File: src/sv/tmfs_pkg.sv
package tmfs_pkg;

  // Register indexes on the configuration port (byte address = 4 * index)
  localparam logic [2:0] REG_DRIVE_DUTY  = 3'd0;
  localparam logic [2:0] REG_FIRST_BACK  = 3'd1;
  localparam logic [2:0] REG_SECOND_BACK = 3'd2;
  localparam logic [2:0] REG_SETTLE      = 3'd3;
  localparam logic [2:0] REG_PULL        = 3'd4;

  // Register reset values
  localparam logic [7:0]  DRIVE_DUTY_RST  = 8'd255;
  localparam logic [15:0] FIRST_BACK_RST  = 16'd1500;
  localparam logic [15:0] SECOND_BACK_RST = 16'd1000;
  localparam logic [15:0] SETTLE_RST      = 16'd3000;
  localparam logic [15:0] PULL_RST        = 16'd2000;

  localparam logic [15:0] ELAPSED_MAX = 16'hFFFF;

  typedef enum logic [1:0] {
    CMD_GO      = 2'd0,
    CMD_RESET   = 2'd1,
    CMD_STOP    = 2'd2,
    CMD_INVALID = 2'd3
  } cmd_e;

  typedef enum logic [2:0] {
    REPLY_NONE    = 3'd0,
    REPLY_GO      = 3'd1,
    REPLY_RESET   = 3'd2,
    REPLY_STOP    = 3'd3,
    REPLY_INVALID = 3'd4
  } reply_e;

  typedef enum logic [3:0] {
    STEP_IDLE           = 4'd0,
    STEP_SLAB1_START    = 4'd1,
    STEP_SLAB1_WAIT     = 4'd2,
    STEP_BACKOFF1_START = 4'd3,
    STEP_BACKOFF1_WAIT  = 4'd4,
    STEP_PULL_START     = 4'd5,
    STEP_PULL_WAIT      = 4'd6,
    STEP_SLAB2_START    = 4'd7,
    STEP_SLAB2_WAIT     = 4'd8,
    STEP_BACKOFF2_START = 4'd9,
    STEP_BACKOFF2_WAIT  = 4'd10,
    STEP_SETTLE         = 4'd11,
    STEP_PULL_CW        = 4'd12,
    STEP_SLAB3_START    = 4'd13,
    STEP_SLAB3_WAIT     = 4'd14,
    STEP_DONE           = 4'd15
  } step_e;

  typedef struct packed {
    logic [7:0]  drive_duty;
    logic [15:0] first_backoff_ms;
    logic [15:0] second_backoff_ms;
    logic [15:0] settle_ms;
    logic [15:0] pull_ms;
  } cfg_t;

  // One H-bridge: A/B levels and PWM duty, all zero means off
  typedef struct packed {
    logic       in_a;
    logic       in_b;
    logic [7:0] duty;
  } drive_t;

  typedef struct packed {
    logic func;
    cmd_e command;
    logic slab_switch;
    logic limit_switch;
  } item_t;

  typedef struct packed {
    drive_t pull;
    drive_t slab;
    step_e  step_number;
    logic   busy_res;
    reply_e reply;
  } result_t;

endpackage

File: src/sv/two_motor_feed_sequencer.sv
// Two-motor feed sequencer: steps a pull motor and a slab motor through a
// fixed fifteen-step feed sequence.
// Input stream (s_axis): one transaction per command or per one-millisecond
// tick; tuser tells which, tdata carries the command code and switch levels.
// Output stream (m_axis): exactly one transaction per input transaction,
// giving both bridge drives, the step, the busy flag and the command reply.
// Configuration: APB port with drive duty and the four step times at byte
// addresses 0, 4, 8, 12 and 16; write them only while the stream is idle.
// A transaction passes through the input register and then the result
// register on its way to m_axis.
// Throughput: one transaction per cycle while m_axis_tready is high; the
// step update is a single pass of next-step logic with one 16-bit compare
// against a step time. A stall on m_axis_tready holds the result register;
// the input register still takes one more transaction, then s_axis_tready
// drops until the result is taken.
// Reset: step 0, not running, counter cleared, both motors off, registers
// back to their default values, both streams empty.
module two_motor_feed_sequencer (
  input  logic        clk_i,
  input  logic        rst_ni,
  // Input stream
  input  logic        s_axis_tvalid,
  output logic        s_axis_tready,
  input  logic [7:0]  s_axis_tdata,  // [1:0] command, [2] slab_switch,
                                     // [3] limit_switch, [7:4] zero
  input  logic        s_axis_tuser,  // [0] func
  // Output stream
  output logic        m_axis_tvalid,
  input  logic        m_axis_tready,
  output logic [31:0] m_axis_tdata,  // [0] pull_in_a, [1] pull_in_b,
                                     // [9:2] pull_duty, [10] slab_in_a,
                                     // [11] slab_in_b, [19:12] slab_duty,
                                     // [23:20] step_number, [24] busy_res,
                                     // [27:25] reply, [31:28] zero
  // Configuration
  input  logic        psel,
  input  logic        penable,
  input  logic        pwrite,
  input  logic [4:0]  paddr,
  input  logic [31:0] pwdata,
  output logic [31:0] prdata,
  output logic        pready
);

  tmfs_pkg::cfg_t    cfg;
  tmfs_pkg::item_t   item_q;
  tmfs_pkg::result_t result;
  logic              in_valid_q;
  logic              out_valid_q;
  logic              advance;

  tmfs_regs u_regs (
    .clk_i   (clk_i),
    .rst_ni  (rst_ni),
    .psel    (psel),
    .penable (penable),
    .pwrite  (pwrite),
    .paddr   (paddr),
    .pwdata  (pwdata),
    .prdata  (prdata),
    .pready  (pready),
    .cfg_o   (cfg)
  );

  // Result register is free or being emptied this cycle
  assign advance       = !out_valid_q || m_axis_tready;
  assign s_axis_tready = !in_valid_q || advance;

  // Input register
  always_ff @(posedge clk_i or negedge rst_ni) begin
    if (!rst_ni) begin
      in_valid_q <= 1'b0;
    end else if (s_axis_tready) begin
      in_valid_q <= s_axis_tvalid;
    end
  end

  always_ff @(posedge clk_i) begin
    if (s_axis_tready && s_axis_tvalid) begin
      item_q <= '{func: s_axis_tuser,
                  command: tmfs_pkg::cmd_e'(s_axis_tdata[1:0]),
                  slab_switch: s_axis_tdata[2],
                  limit_switch: s_axis_tdata[3]};
    end
  end

  tmfs_core u_core (
    .clk_i    (clk_i),
    .rst_ni   (rst_ni),
    .cfg_i    (cfg),
    .load_i   (advance && in_valid_q),
    .item_i   (item_q),
    .result_o (result)
  );

  // Result valid flag
  always_ff @(posedge clk_i or negedge rst_ni) begin
    if (!rst_ni) begin
      out_valid_q <= 1'b0;
    end else if (advance) begin
      out_valid_q <= in_valid_q;
    end
  end

  assign m_axis_tvalid = out_valid_q;
  assign m_axis_tdata  = {4'd0, result.reply, result.busy_res, result.step_number,
                          result.slab.duty, result.slab.in_b, result.slab.in_a,
                          result.pull.duty, result.pull.in_b, result.pull.in_a};

  // Input side only stalls behind a held result
  a_stall_source: assert property (@(posedge clk_i) disable iff (!rst_ni)
    !s_axis_tready |-> (m_axis_tvalid && !m_axis_tready))
    else $error("input stalled without a held result");

  // Go always lands on the first step with the sequence running
  a_go_starts: assert property (@(posedge clk_i) disable iff (!rst_ni)
    (m_axis_tvalid && result.reply == tmfs_pkg::REPLY_GO) |->
    (result.step_number == tmfs_pkg::STEP_SLAB1_START && result.busy_res))
    else $error("go reply without sequence start");

  // Reset and stop leave both motors off
  a_motors_off: assert property (@(posedge clk_i) disable iff (!rst_ni)
    (m_axis_tvalid && (result.reply == tmfs_pkg::REPLY_RESET ||
                       result.reply == tmfs_pkg::REPLY_STOP)) |->
    (result.pull == '0 && result.slab == '0))
    else $error("motor left driven after reset or stop");

  // A stalled result holds its value
  a_hold_result: assert property (@(posedge clk_i) disable iff (!rst_ni)
    (m_axis_tvalid && !m_axis_tready) |=> $stable(m_axis_tdata))
    else $error("result changed while stalled");

endmodule

File: src/sv/tmfs_regs.sv
module tmfs_regs (
  input  logic                clk_i,
  input  logic                rst_ni,
  input  logic                psel,
  input  logic                penable,
  input  logic                pwrite,
  input  logic [4:0]          paddr,
  input  logic [31:0]         pwdata,
  output logic [31:0]         prdata,
  output logic                pready,
  output tmfs_pkg::cfg_t      cfg_o
);

  tmfs_pkg::cfg_t cfg_q;
  logic           wr_en;
  logic [2:0]     reg_idx;

  assign pready  = 1'b1;
  assign wr_en   = psel && penable && pwrite;
  assign reg_idx = paddr[4:2];
  assign cfg_o   = cfg_q;

  // Write the addressed register
  always_ff @(posedge clk_i or negedge rst_ni) begin
    if (!rst_ni) begin
      cfg_q.drive_duty        <= tmfs_pkg::DRIVE_DUTY_RST;
      cfg_q.first_backoff_ms  <= tmfs_pkg::FIRST_BACK_RST;
      cfg_q.second_backoff_ms <= tmfs_pkg::SECOND_BACK_RST;
      cfg_q.settle_ms         <= tmfs_pkg::SETTLE_RST;
      cfg_q.pull_ms           <= tmfs_pkg::PULL_RST;
    end else if (wr_en) begin
      case (reg_idx)
        tmfs_pkg::REG_DRIVE_DUTY:  cfg_q.drive_duty        <= pwdata[7:0];
        tmfs_pkg::REG_FIRST_BACK:  cfg_q.first_backoff_ms  <= pwdata[15:0];
        tmfs_pkg::REG_SECOND_BACK: cfg_q.second_backoff_ms <= pwdata[15:0];
        tmfs_pkg::REG_SETTLE:      cfg_q.settle_ms         <= pwdata[15:0];
        tmfs_pkg::REG_PULL:        cfg_q.pull_ms           <= pwdata[15:0];
        default: ;
      endcase
    end
  end

  // Read back the addressed register
  always_comb begin
    case (reg_idx)
      tmfs_pkg::REG_DRIVE_DUTY:  prdata = {24'd0, cfg_q.drive_duty};
      tmfs_pkg::REG_FIRST_BACK:  prdata = {16'd0, cfg_q.first_backoff_ms};
      tmfs_pkg::REG_SECOND_BACK: prdata = {16'd0, cfg_q.second_backoff_ms};
      tmfs_pkg::REG_SETTLE:      prdata = {16'd0, cfg_q.settle_ms};
      tmfs_pkg::REG_PULL:        prdata = {16'd0, cfg_q.pull_ms};
      default:                   prdata = 32'd0;
    endcase
  end

endmodule

File: src/sv/tmfs_core.sv
module tmfs_core (
  input  logic                clk_i,
  input  logic                rst_ni,
  input  tmfs_pkg::cfg_t      cfg_i,
  input  logic                load_i,
  input  tmfs_pkg::item_t     item_i,
  output tmfs_pkg::result_t   result_o
);

  tmfs_pkg::step_e   step_q, step_d;
  logic              running_q, running_d;
  logic [15:0]       elapsed_q, elapsed_d, elapsed_inc;
  tmfs_pkg::drive_t  pull_q, pull_d, slab_q, slab_d;
  tmfs_pkg::drive_t  drive_cw, drive_ccw;
  tmfs_pkg::reply_e  reply_d;
  tmfs_pkg::result_t result_q;

  assign drive_cw  = '{in_a: 1'b1, in_b: 1'b0, duty: cfg_i.drive_duty};
  assign drive_ccw = '{in_a: 1'b0, in_b: 1'b1, duty: cfg_i.drive_duty};

  // Saturating millisecond count for this tick
  assign elapsed_inc = (elapsed_q == tmfs_pkg::ELAPSED_MAX) ? elapsed_q
                                                            : elapsed_q + 16'd1;

  // Next sequence state for the item at the input register
  always_comb begin
    step_d    = step_q;
    running_d = running_q;
    elapsed_d = elapsed_q;
    pull_d    = pull_q;
    slab_d    = slab_q;
    reply_d   = tmfs_pkg::REPLY_NONE;
    if (item_i.func) begin
      case (item_i.command)
        tmfs_pkg::CMD_GO: begin
          reply_d   = tmfs_pkg::REPLY_GO;
          step_d    = tmfs_pkg::STEP_SLAB1_START;
          running_d = 1'b1;
        end
        tmfs_pkg::CMD_RESET: begin
          reply_d   = tmfs_pkg::REPLY_RESET;
          step_d    = tmfs_pkg::STEP_IDLE;
          running_d = 1'b0;
          elapsed_d = 16'd0;
          pull_d    = '0;
          slab_d    = '0;
        end
        tmfs_pkg::CMD_STOP: begin
          reply_d = tmfs_pkg::REPLY_STOP;
          pull_d  = '0;
          slab_d  = '0;
        end
        default: begin
          reply_d   = tmfs_pkg::REPLY_INVALID;
          step_d    = tmfs_pkg::STEP_IDLE;
          running_d = 1'b0;
        end
      endcase
    end else begin
      elapsed_d = elapsed_inc;
      if (running_q) begin
        case (step_q)
          tmfs_pkg::STEP_SLAB1_START: begin
            slab_d = drive_ccw;
            step_d = tmfs_pkg::STEP_SLAB1_WAIT;
          end
          tmfs_pkg::STEP_SLAB1_WAIT: begin
            if (!item_i.slab_switch) begin
              slab_d = '0;
              step_d = tmfs_pkg::STEP_BACKOFF1_START;
            end
          end
          tmfs_pkg::STEP_BACKOFF1_START: begin
            slab_d    = drive_cw;
            elapsed_d = 16'd0;
            step_d    = tmfs_pkg::STEP_BACKOFF1_WAIT;
          end
          tmfs_pkg::STEP_BACKOFF1_WAIT: begin
            if (elapsed_inc >= cfg_i.first_backoff_ms) begin
              slab_d = '0;
              step_d = tmfs_pkg::STEP_PULL_START;
            end
          end
          tmfs_pkg::STEP_PULL_START: begin
            pull_d = drive_ccw;
            step_d = tmfs_pkg::STEP_PULL_WAIT;
          end
          tmfs_pkg::STEP_PULL_WAIT: begin
            if (item_i.limit_switch) begin
              pull_d = '0;
              step_d = tmfs_pkg::STEP_SLAB2_START;
            end
          end
          tmfs_pkg::STEP_SLAB2_START: begin
            slab_d = drive_ccw;
            step_d = tmfs_pkg::STEP_SLAB2_WAIT;
          end
          tmfs_pkg::STEP_SLAB2_WAIT: begin
            if (!item_i.slab_switch) begin
              slab_d = '0;
              step_d = tmfs_pkg::STEP_BACKOFF2_START;
            end
          end
          tmfs_pkg::STEP_BACKOFF2_START: begin
            slab_d    = drive_cw;
            elapsed_d = 16'd0;
            step_d    = tmfs_pkg::STEP_BACKOFF2_WAIT;
          end
          tmfs_pkg::STEP_BACKOFF2_WAIT: begin
            if (elapsed_inc >= cfg_i.second_backoff_ms) begin
              slab_d    = '0;
              elapsed_d = 16'd0;
              step_d    = tmfs_pkg::STEP_SETTLE;
            end
          end
          tmfs_pkg::STEP_SETTLE: begin
            if (elapsed_inc >= cfg_i.settle_ms) begin
              pull_d    = drive_cw;
              elapsed_d = 16'd0;
              step_d    = tmfs_pkg::STEP_PULL_CW;
            end
          end
          tmfs_pkg::STEP_PULL_CW: begin
            if (elapsed_inc >= cfg_i.pull_ms) begin
              pull_d = '0;
              step_d = tmfs_pkg::STEP_SLAB3_START;
            end
          end
          tmfs_pkg::STEP_SLAB3_START: begin
            slab_d = drive_ccw;
            step_d = tmfs_pkg::STEP_SLAB3_WAIT;
          end
          tmfs_pkg::STEP_SLAB3_WAIT: begin
            if (!item_i.slab_switch) begin
              slab_d = '0;
              step_d = tmfs_pkg::STEP_DONE;
            end
          end
          tmfs_pkg::STEP_DONE: begin
            running_d = 1'b0;
          end
          default: ;
        endcase
      end
    end
  end

  // Commit the sequence state when the item moves into the result register
  always_ff @(posedge clk_i or negedge rst_ni) begin
    if (!rst_ni) begin
      step_q    <= tmfs_pkg::STEP_IDLE;
      running_q <= 1'b0;
      elapsed_q <= 16'd0;
      pull_q    <= '0;
      slab_q    <= '0;
    end else if (load_i) begin
      step_q    <= step_d;
      running_q <= running_d;
      elapsed_q <= elapsed_d;
      pull_q    <= pull_d;
      slab_q    <= slab_d;
    end
  end

  // Result register
  always_ff @(posedge clk_i) begin
    if (load_i) begin
      result_q <= '{pull: pull_d, slab: slab_d, step_number: step_d,
                    busy_res: running_d, reply: reply_d};
    end
  end

  assign result_o = result_q;

endmodule

File: config.mk
export PLATFORM = sky130hd
export DESIGN_NAME = two_motor_feed_sequencer
export DESIGN_NICKNAME = d
export VERILOG_FILES = /design/src/sv/tmfs_pkg.sv /design/src/sv/two_motor_feed_sequencer.sv /design/src/sv/tmfs_regs.sv /design/src/sv/tmfs_core.sv
export SDC_FILE = /design/constraint.sdc
export NUM_CORES = 1
export LEC_CHECK = 0
export BUFFER_PORTS_ARGS = -buffer_cell sky130_fd_sc_hd__buf_2
export CAP_MARGIN = 40
export CORE_MARGIN = 2
export CORE_UTILIZATION = 53
export CTS_CLUSTER_DIAMETER = 100
export DETAILED_ROUTE_END_ITERATION = 10
export PLACE_DENSITY = 0.77
export RECOVER_POWER = 100
export SLEW_MARGIN = 10
export SYNTH_ARGS = -nofsm -noshare
export SYNTH_HDL_FRONTEND = slang
export SYNTH_SLANG_ARGS = --single-unit
File: constraint.sdc
create_clock -name clk_i -period 3.7 [get_ports clk_i]
set_input_delay 0 -clock clk_i [delete_from_list [all_inputs] [get_ports clk_i]]
set_output_delay 0 -clock clk_i [all_outputs]
set_load 0.05 [all_outputs]
==> results of run 1 <==
## worst paths after layout
path,cells past startpoint,end,from,slack [ps]
setup / recovery,17,u_core.result_o[24],u_core.elapsed_q[5],-310
hold reg to reg,1,m_axis_tvalid,in_valid_q,510
min in group clk_i,4,u_regs.cfg_o[65],penable,210
max in group asynchronous,4,u_core.step_q[3],rst_ni,510
hold / removal,2,u_regs.cfg_o[27],rst_ni,160
setup reg to reg,17,u_core.result_o[24],u_core.elapsed_q[5],-310
## power groups by stage
stage	logic, µW	clock network [µW]	registers [µW]
after CTS	2010	1730	2210
after floorplan	1140	0	2230
after detailed placement	1790	0	2240
after global routing	2340	1810	2260
after global placement	1720	0	2220
final	2200	1730	2230
## placed cells by master, fill, tap and decap left out, types with 17 or more instances in the layout
master         count
buf_2             36
o211ai_1          21
edfxtp_1          33
a21oi_1           64
dlygate4sd3_1     26
buf_6             17
nor2_1            43
o22ai_1           17
nand2_1          104
ha_1              56
mux2i_1           25
dfstp_2           34
o21ai_0           46
dfrtp_1           81
a31oi_1           20
mux2_2            41
o21ai_1           18
clkbuf_16         19
conb_1            21
inv_1             67
buf_4             82
clkbuf_1          49
## metrics by stage
| stage | setup WS (ps) | util, % | hold slack (ps) | cells |
|---|---|---|---|---|
| 2_1_floorplan | -288 | - | -296 | 1024 |
| 5_1_grt | -381 | 71.1 | 219 | 1425 |
| 6_report | -312 | 71.1 | 160 | 1425 |
| 3_5_place_dp | -492 | 60.9 | -170 | 1341 |
| 4_1_cts | -272 | 69.5 | 97.1 | 1420 |
| 3_3_place_gp | -391 | 60.7 | 160 | 1338 |
## synth_stat cells (all sizes together), types with 6 or more instances
master	instances
nand3	16
ha	69
a22o	16
nor2	48
o21ai	79
o22ai	17
a31oi	24
o221ai	6
o21a	9
mux2i	25
a211oi	6
inv	68
a32o	10
or2	8
o211ai	22
nor4	10
nand2b	8
nand2	110
dfstp	34
edfxtp	33
a311oi	8
clkbuf	38
a32oi	9
mux2	42
buf	34
a22oi	10
nor2b	6
nor3	14
dfrtp	81
nand4	12
a21oi	79
## cell type report
type                    instances  area [µm²]
well taps                     225         282
flip-flops and latches        148        3910
fillers                      1195        5020
multi-input cells             737        5760
clock buffers                  25         518
inverters                      69         259
clock inverters                 7        68.8
repair buffers                214        1540
## sequential cells by signal, indices dropped and copies added (netlist names)
name,flops
u_core.step_q,4
u_core.slab_q,10
u_core.result_o,28
u_core.pull_q,10
u_core.running_q,1
in_valid_q,1
u_core.elapsed_q,16
u_regs.cfg_o,72
item_q,5
m_axis_tvalid,1
## metal layers
metal	wire, µm	vias to the layer above	GRT usage [%]	part of all wire, %
met1	11900	4399	41.0	39
met4	1590	0	15.6	5.2
li1	-	4048	-	-
met5	0	-	0	0
met2	14600	600	52.4	48
met3	2500	132	5.52	8.2
## cell families after synthesis
kind of cell	Yosys count	synth area share [%]
multiplexers	67	7.66
buffers and inverters	141	6.52
XOR/XNOR	7	0.650
other	2	0.0796
AO/OA/AOI/OAI	318	21.8
adder cells (fa/ha/maj)	69	9.15
flip-flops	148	41.4
AND/OR/NAND/NOR	253	12.7
## what timing repair did
action	in CTS	in global routing
setup endpoints to repair	62	62
cloned	4	0
pin swaps	71	53
endpoints found under the hold margin	143	0
gates resized for setup	87	68
setup buffers	19	11
hold buffers	26	0
## critical path, stage by stage, from the launching register on
cell      delay [ps]
dfrtp_1          350
and4_4           230
nand4_1          140
or4_4            510
buf_6            150
buf_6            110
nand3_2           60
o21a_1           210
ha_4             160
nand2_2           70
or3_4            370
buf_4            160
o221ai_2         190
nor3_1            90
a311o_1          370
buf_6            170
a32oi_2          210
a31oi_1          130
==> results.yml, run 1 <==
yosys:
  yosysTopAreaCell: "dfrtp_1"
  synth_edf_count: 33
  synth-async-reset-ratio_pct: 77.7
  yosysWarnings: 0
  syn_inst: 1005
  yosysSeqAreaShare_pct: 41.4
  syn_area_per_cell_um2: 9.39
  synth_top_area_share_pct: 21.5
  syn_area_um2: 9440
  synth.ff_latch_count: 148
  synth_area_leaders: "dfrtp_1 21%, edfxtp_1 11%, dfstp_2 9.5%"
  synthFlopType: "dfrtp_1"
  synth_cell_types: 71
power:
  total_power_uw: 6160
  peakVddDrop_mv: 0.336
  p_comb_share_pct: 35.6
  power_frac_clock_pct: 28.1
  cellPowerDensity_nw_per_um2: 499
  seq_power_share_pct: 36.2
  p_leak_uw: 0.00530
  netSwitchingFraction_pct: 37.5
  p_switching_uw: 2310
  p_int_uw: 3850
clock_network:
  cts_num_sinks: 148
  cts_tree: "yes"
  cts_buffer_depth: 2
  clk_pin_slew_ps: 60
  cts-root-buf: "clkbuf_16"
  cts_htree_levels: 4
  clk_latency_ps: 430
  numCtsBuffers: 17
global_route:
  gr-total-overflow: 0
  grt_max_degree: 61
  grt_pass1_wl_mm: 46.2
  grt_usage_pct: 32.0
  grt_pass1_vias: 8762
  antenna_found_initial: 0
route:
  drt_wl_total_mm: 30.5
  route.vias.total: 9179
  wl_per_cell_um: 21.4
  detail_route.first_pass.iterations: 5
  viasPerCell: 6.44
  drt_iter0_drc: 1240
  ant_nets: 0
  drc_errors: 0
timing:
  slew_headroom_pct: -90.5
  fmax_ghz: 0.249
  fin_ws_ps: -312
  worstMarginPinSlew_ps: 2860
  rsz0062_at_grt: "true"
  min_period_over_period_pct: 108
  slew_violations: 92
  finalSetupViolCount: 59
  hold_viol: 0
  fin_tns_setup_ps: -8950
  min_period_ps: 4010
  skew_ps: 11.3
finish:
  final_layout_size_suffix_gt1_share_pct: 30.5
  design_area_um2: 12300
  antenna_cells: 0
  finalNetCount: 1309
  area_growth_pct: 30.7
placement:
  dpl-instance-area_um2: 10600
  dp_hpwl_mm: 18.9
  place.gp.congestion: 0.905
  portBuffers: 76
min_path:
  hold_path_class: "in2async"
floorplanning:
  rows: 48
  die_w_um: 137
  die_area_um2: 18900
  ios: 120
  core_area_um2: 17400
  start_util_pct: 54.4
  die_y_um: 137
critical_path:
  worst_ep_required_time_ps: 3820
  criticalPathCategory: "reg2reg"
  endpoint_kind: "register"
  worst_ep_arrival_time_ps: 4140
  worst-path-max-fanout: 8
  startpoint_type: "register"
outcome:
  violations: "capacitance limit, slew limit, setup timing"
  status: "finished with violations"
job:
  drv_cap: 2
Power figures use the tool's default switching activity.
==> run 2: changes to the inputs <==
--- a/config.mk
+++ b/config.mk
@@ -8,10 +8,11 @@
 export BUFFER_PORTS_ARGS = -buffer_cell sky130_fd_sc_hd__buf_2
 export CAP_MARGIN = 40
 export CORE_MARGIN = 2
-export CORE_UTILIZATION = 53
+export CORE_UTILIZATION = 55
+export CTS_BUF_LIST = sky130_fd_sc_hd__clkbuf_4
 export CTS_CLUSTER_DIAMETER = 100
 export DETAILED_ROUTE_END_ITERATION = 10
-export PLACE_DENSITY = 0.77
+export PLACE_DENSITY = 0.79
 export RECOVER_POWER = 100
 export SLEW_MARGIN = 10
 export SYNTH_ARGS = -nofsm -noshare
==> constraint.sdc (replaced) <==
create_clock -name clk_i -period 3.3 [get_ports clk_i]
set_input_delay 0 -clock clk_i [delete_from_list [all_inputs] [get_ports clk_i]]
set_output_delay 0 -clock clk_i [all_outputs]
set_load 0.05 [all_outputs]
==> results.yml, run 2 (synthesis gave the netlist of run 1 again) <==
outcome:
  status: "finished with violations"
  violations: "capacitance limit, slew limit, setup timing"
clock_network:
  cts_htree_levels: 4
  cts_num_sinks: 148
  cts-root-buf: "clkbuf_4"
  clk_pin_slew_ps: 130
  clk_latency_ps: 580
  cts_buffer_depth: 2
  cts_tree: "yes"
  numCtsBuffers: 17
route:
  drt_iter0_drc: 1209
  route.vias.total: 9093
  wl_per_cell_um: 20.5
  drt_wl_total_mm: 29.4
  detail_route.first_pass.iterations: 6
  drc_errors: 0
  ant_nets: 0
  viasPerCell: 6.32
timing:
  hold_viol: 0
  finalSetupViolCount: 62
  min_period_over_period_pct: 119
  skew_ps: 24.2
  slew_violations: 97
  slew_headroom_pct: -30.4
  min_period_ps: 3910
  fin_ws_ps: -611
  rsz0062_at_grt: "true"
  worstMarginPinSlew_ps: 1960
  fmax_ghz: 0.256
global_route:
  gr-total-overflow: 0
  grt_pass1_wl_mm: 44.8
  grt_max_degree: 66
  antenna_found_initial: 0
  grt_pass1_vias: 8679
  grt_busiest_layer: "met2"
  grt_usage_pct: 31.4
  met2_usage_pct: 50.6
  grt_use_met1_pct: 42.0
  use_met3_pct: 5.41
finish:
  area_growth_pct: 28.0
  final_layout_size_suffix_gt1_share_pct: 31.1
  post-route-util_pct: 72.3
  final_common_cell: "nand2_1"
  nFillCells: 1140
  design_area_um2: 12100
  antenna_cells: 0
  finalNetCount: 1327
  final_cell_mix: "103 x nand2_1, 100 x buf_4, 81 x dfrtp_1"
  largest_reg_flops: 72
critical_path:
  cp-endpoint: "u_core.pull_q[0]"
  r2r-end: "u_core.pull_q[0]"
  r2r_cells: 17
  worst_ep_required_time_ps: 3750
  endpoint_kind: "register"
  worst_ep_arrival_time_ps: 4360
  crit-reg2reg-launch: "u_core.elapsed_q[0]"
  r2r_slack_ps: -610
  crit_path_start: "u_core.elapsed_q[0]"
  criticalPathCategory: "reg2reg"
  startpoint_type: "register"
  worst-path-max-fanout: 8
floorplanning:
  start_util_pct: 56.5
  ios: 120
  die_area_um2: 18200
  die_w_um: 135
  rows: 47
  core_area_um2: 16700
  die_y_um: 135
power:
  power_frac_clock_pct: 19.2
  seq_power_share_pct: 40.6
  p_leak_uw: 0.00525
  p_switching_uw: 2470
  netSwitchingFraction_pct: 40.3
  p_int_uw: 3660
  peakVddDrop_mv: 0.344
  p_comb_share_pct: 40.2
  cellPowerDensity_nw_per_um2: 507
placement:
  dp_hpwl_mm: 18.7
  place.gp.congestion: 0.933
  dpl-instance-area_um2: 10700
  portBuffers: 76
job:
  drv_cap: 2
min_path:
  hold_path_class: "in2reg"
==> run 2: layout make-up <==
class                           count  area [µm²]  share of cell area, %
Clock buffer                       20         150                   1.24
Clock inverter                     12         131                   1.09
Inverter                           69         259                   2.15
Multi-Input combinational cell    738        5710                   47.3
Sequential cell                   148        3910                   32.4
Tap cell                          220         275                   2.28
Timing Repair Buffer              231        1640                   13.6
==> run 2: metal layers <==
| layer | vias up | part of all wire, % |
|---|---|---|
| li1 | 4087 | - |
| met1 | 4331 | 39 |
| met2 | 557 | 48 |
| met3 | 118 | 8.3 |
| met4 | 0 | 4.5 |
| met5 | - | 0 |
==> run 2: timing repair <==
item / in CTS / in global routing
pin swaps: 28 / 62
gates cloned: 5 / 1
buffers inserted: 15 / 8
gates resized for setup: 77 / 56
hold buffers: 25 / 0
endpoints found under the hold margin: 147 / 0
endpoints found under the setup margin: 62 / 62
==> run 2: power by group through the flow <==
| stage | registers, µW | clock network, µW | logic, µW |
|---|---|---|---|
| floorplan | 2500 | 0 | 1280 |
| global placement | 2480 | 0 | 1940 |
| detailed placement | 2500 | 0 | 2000 |
| CTS | 2470 | 1180 | 2180 |
| global route | 2520 | 1260 | 2660 |
| finish | 2490 | 1180 | 2460 |
==> run 2: critical path, cell delays in order, from the launching register on <==
cell	delay [ps]
dfrtp_1	420
ha_4	170
nand2_4	50
or4_4	590
nand2_4	120
buf_6	100
nor2_1	40
or2_4	270
ha_1	290
o21a_1	140
nor2_2	60
or4_4	560
a21oi_4	220
buf_6	140
o211ai_4	130
buf_4	190
o211ai_1	170
o211ai_1	120
==> run 2: worst min-delay path by stage <==
| stage | startpoint | endpoint | slack [ps] | depth (start not counted) |
|---|---|---|---|---|
| floorplan | rst_ni | in_valid_q | -300 | 0 |
| global placement | rst_ni | u_regs.cfg_o[57] | 150 | 1 |
| detailed placement | rst_ni | u_regs.cfg_o[26] | 150 | 1 |
| CTS | rst_ni | u_regs.cfg_o[45] | 60 | 2 |
| global route | s_axis_tdata[1] | item_q[3] | 100 | 2 |
| finish | s_axis_tuser | item_q[4] | 130 | 2 |
==> run 2: stage by stage <==
step                setup slack [ps]  cells  hold WS (ps)  total power, µW  setup TNS, ps
floorplan                       -687   1024          -296             3780         -24410
global placement                -616   1354           149             4420         -31380
detailed placement              -713   1354           152             4500         -35080
CTS                             -518   1431          59.1             5820         -24950
global route                    -718   1438           101             6440         -37060
finish                          -611   1438           133             6130         -29800
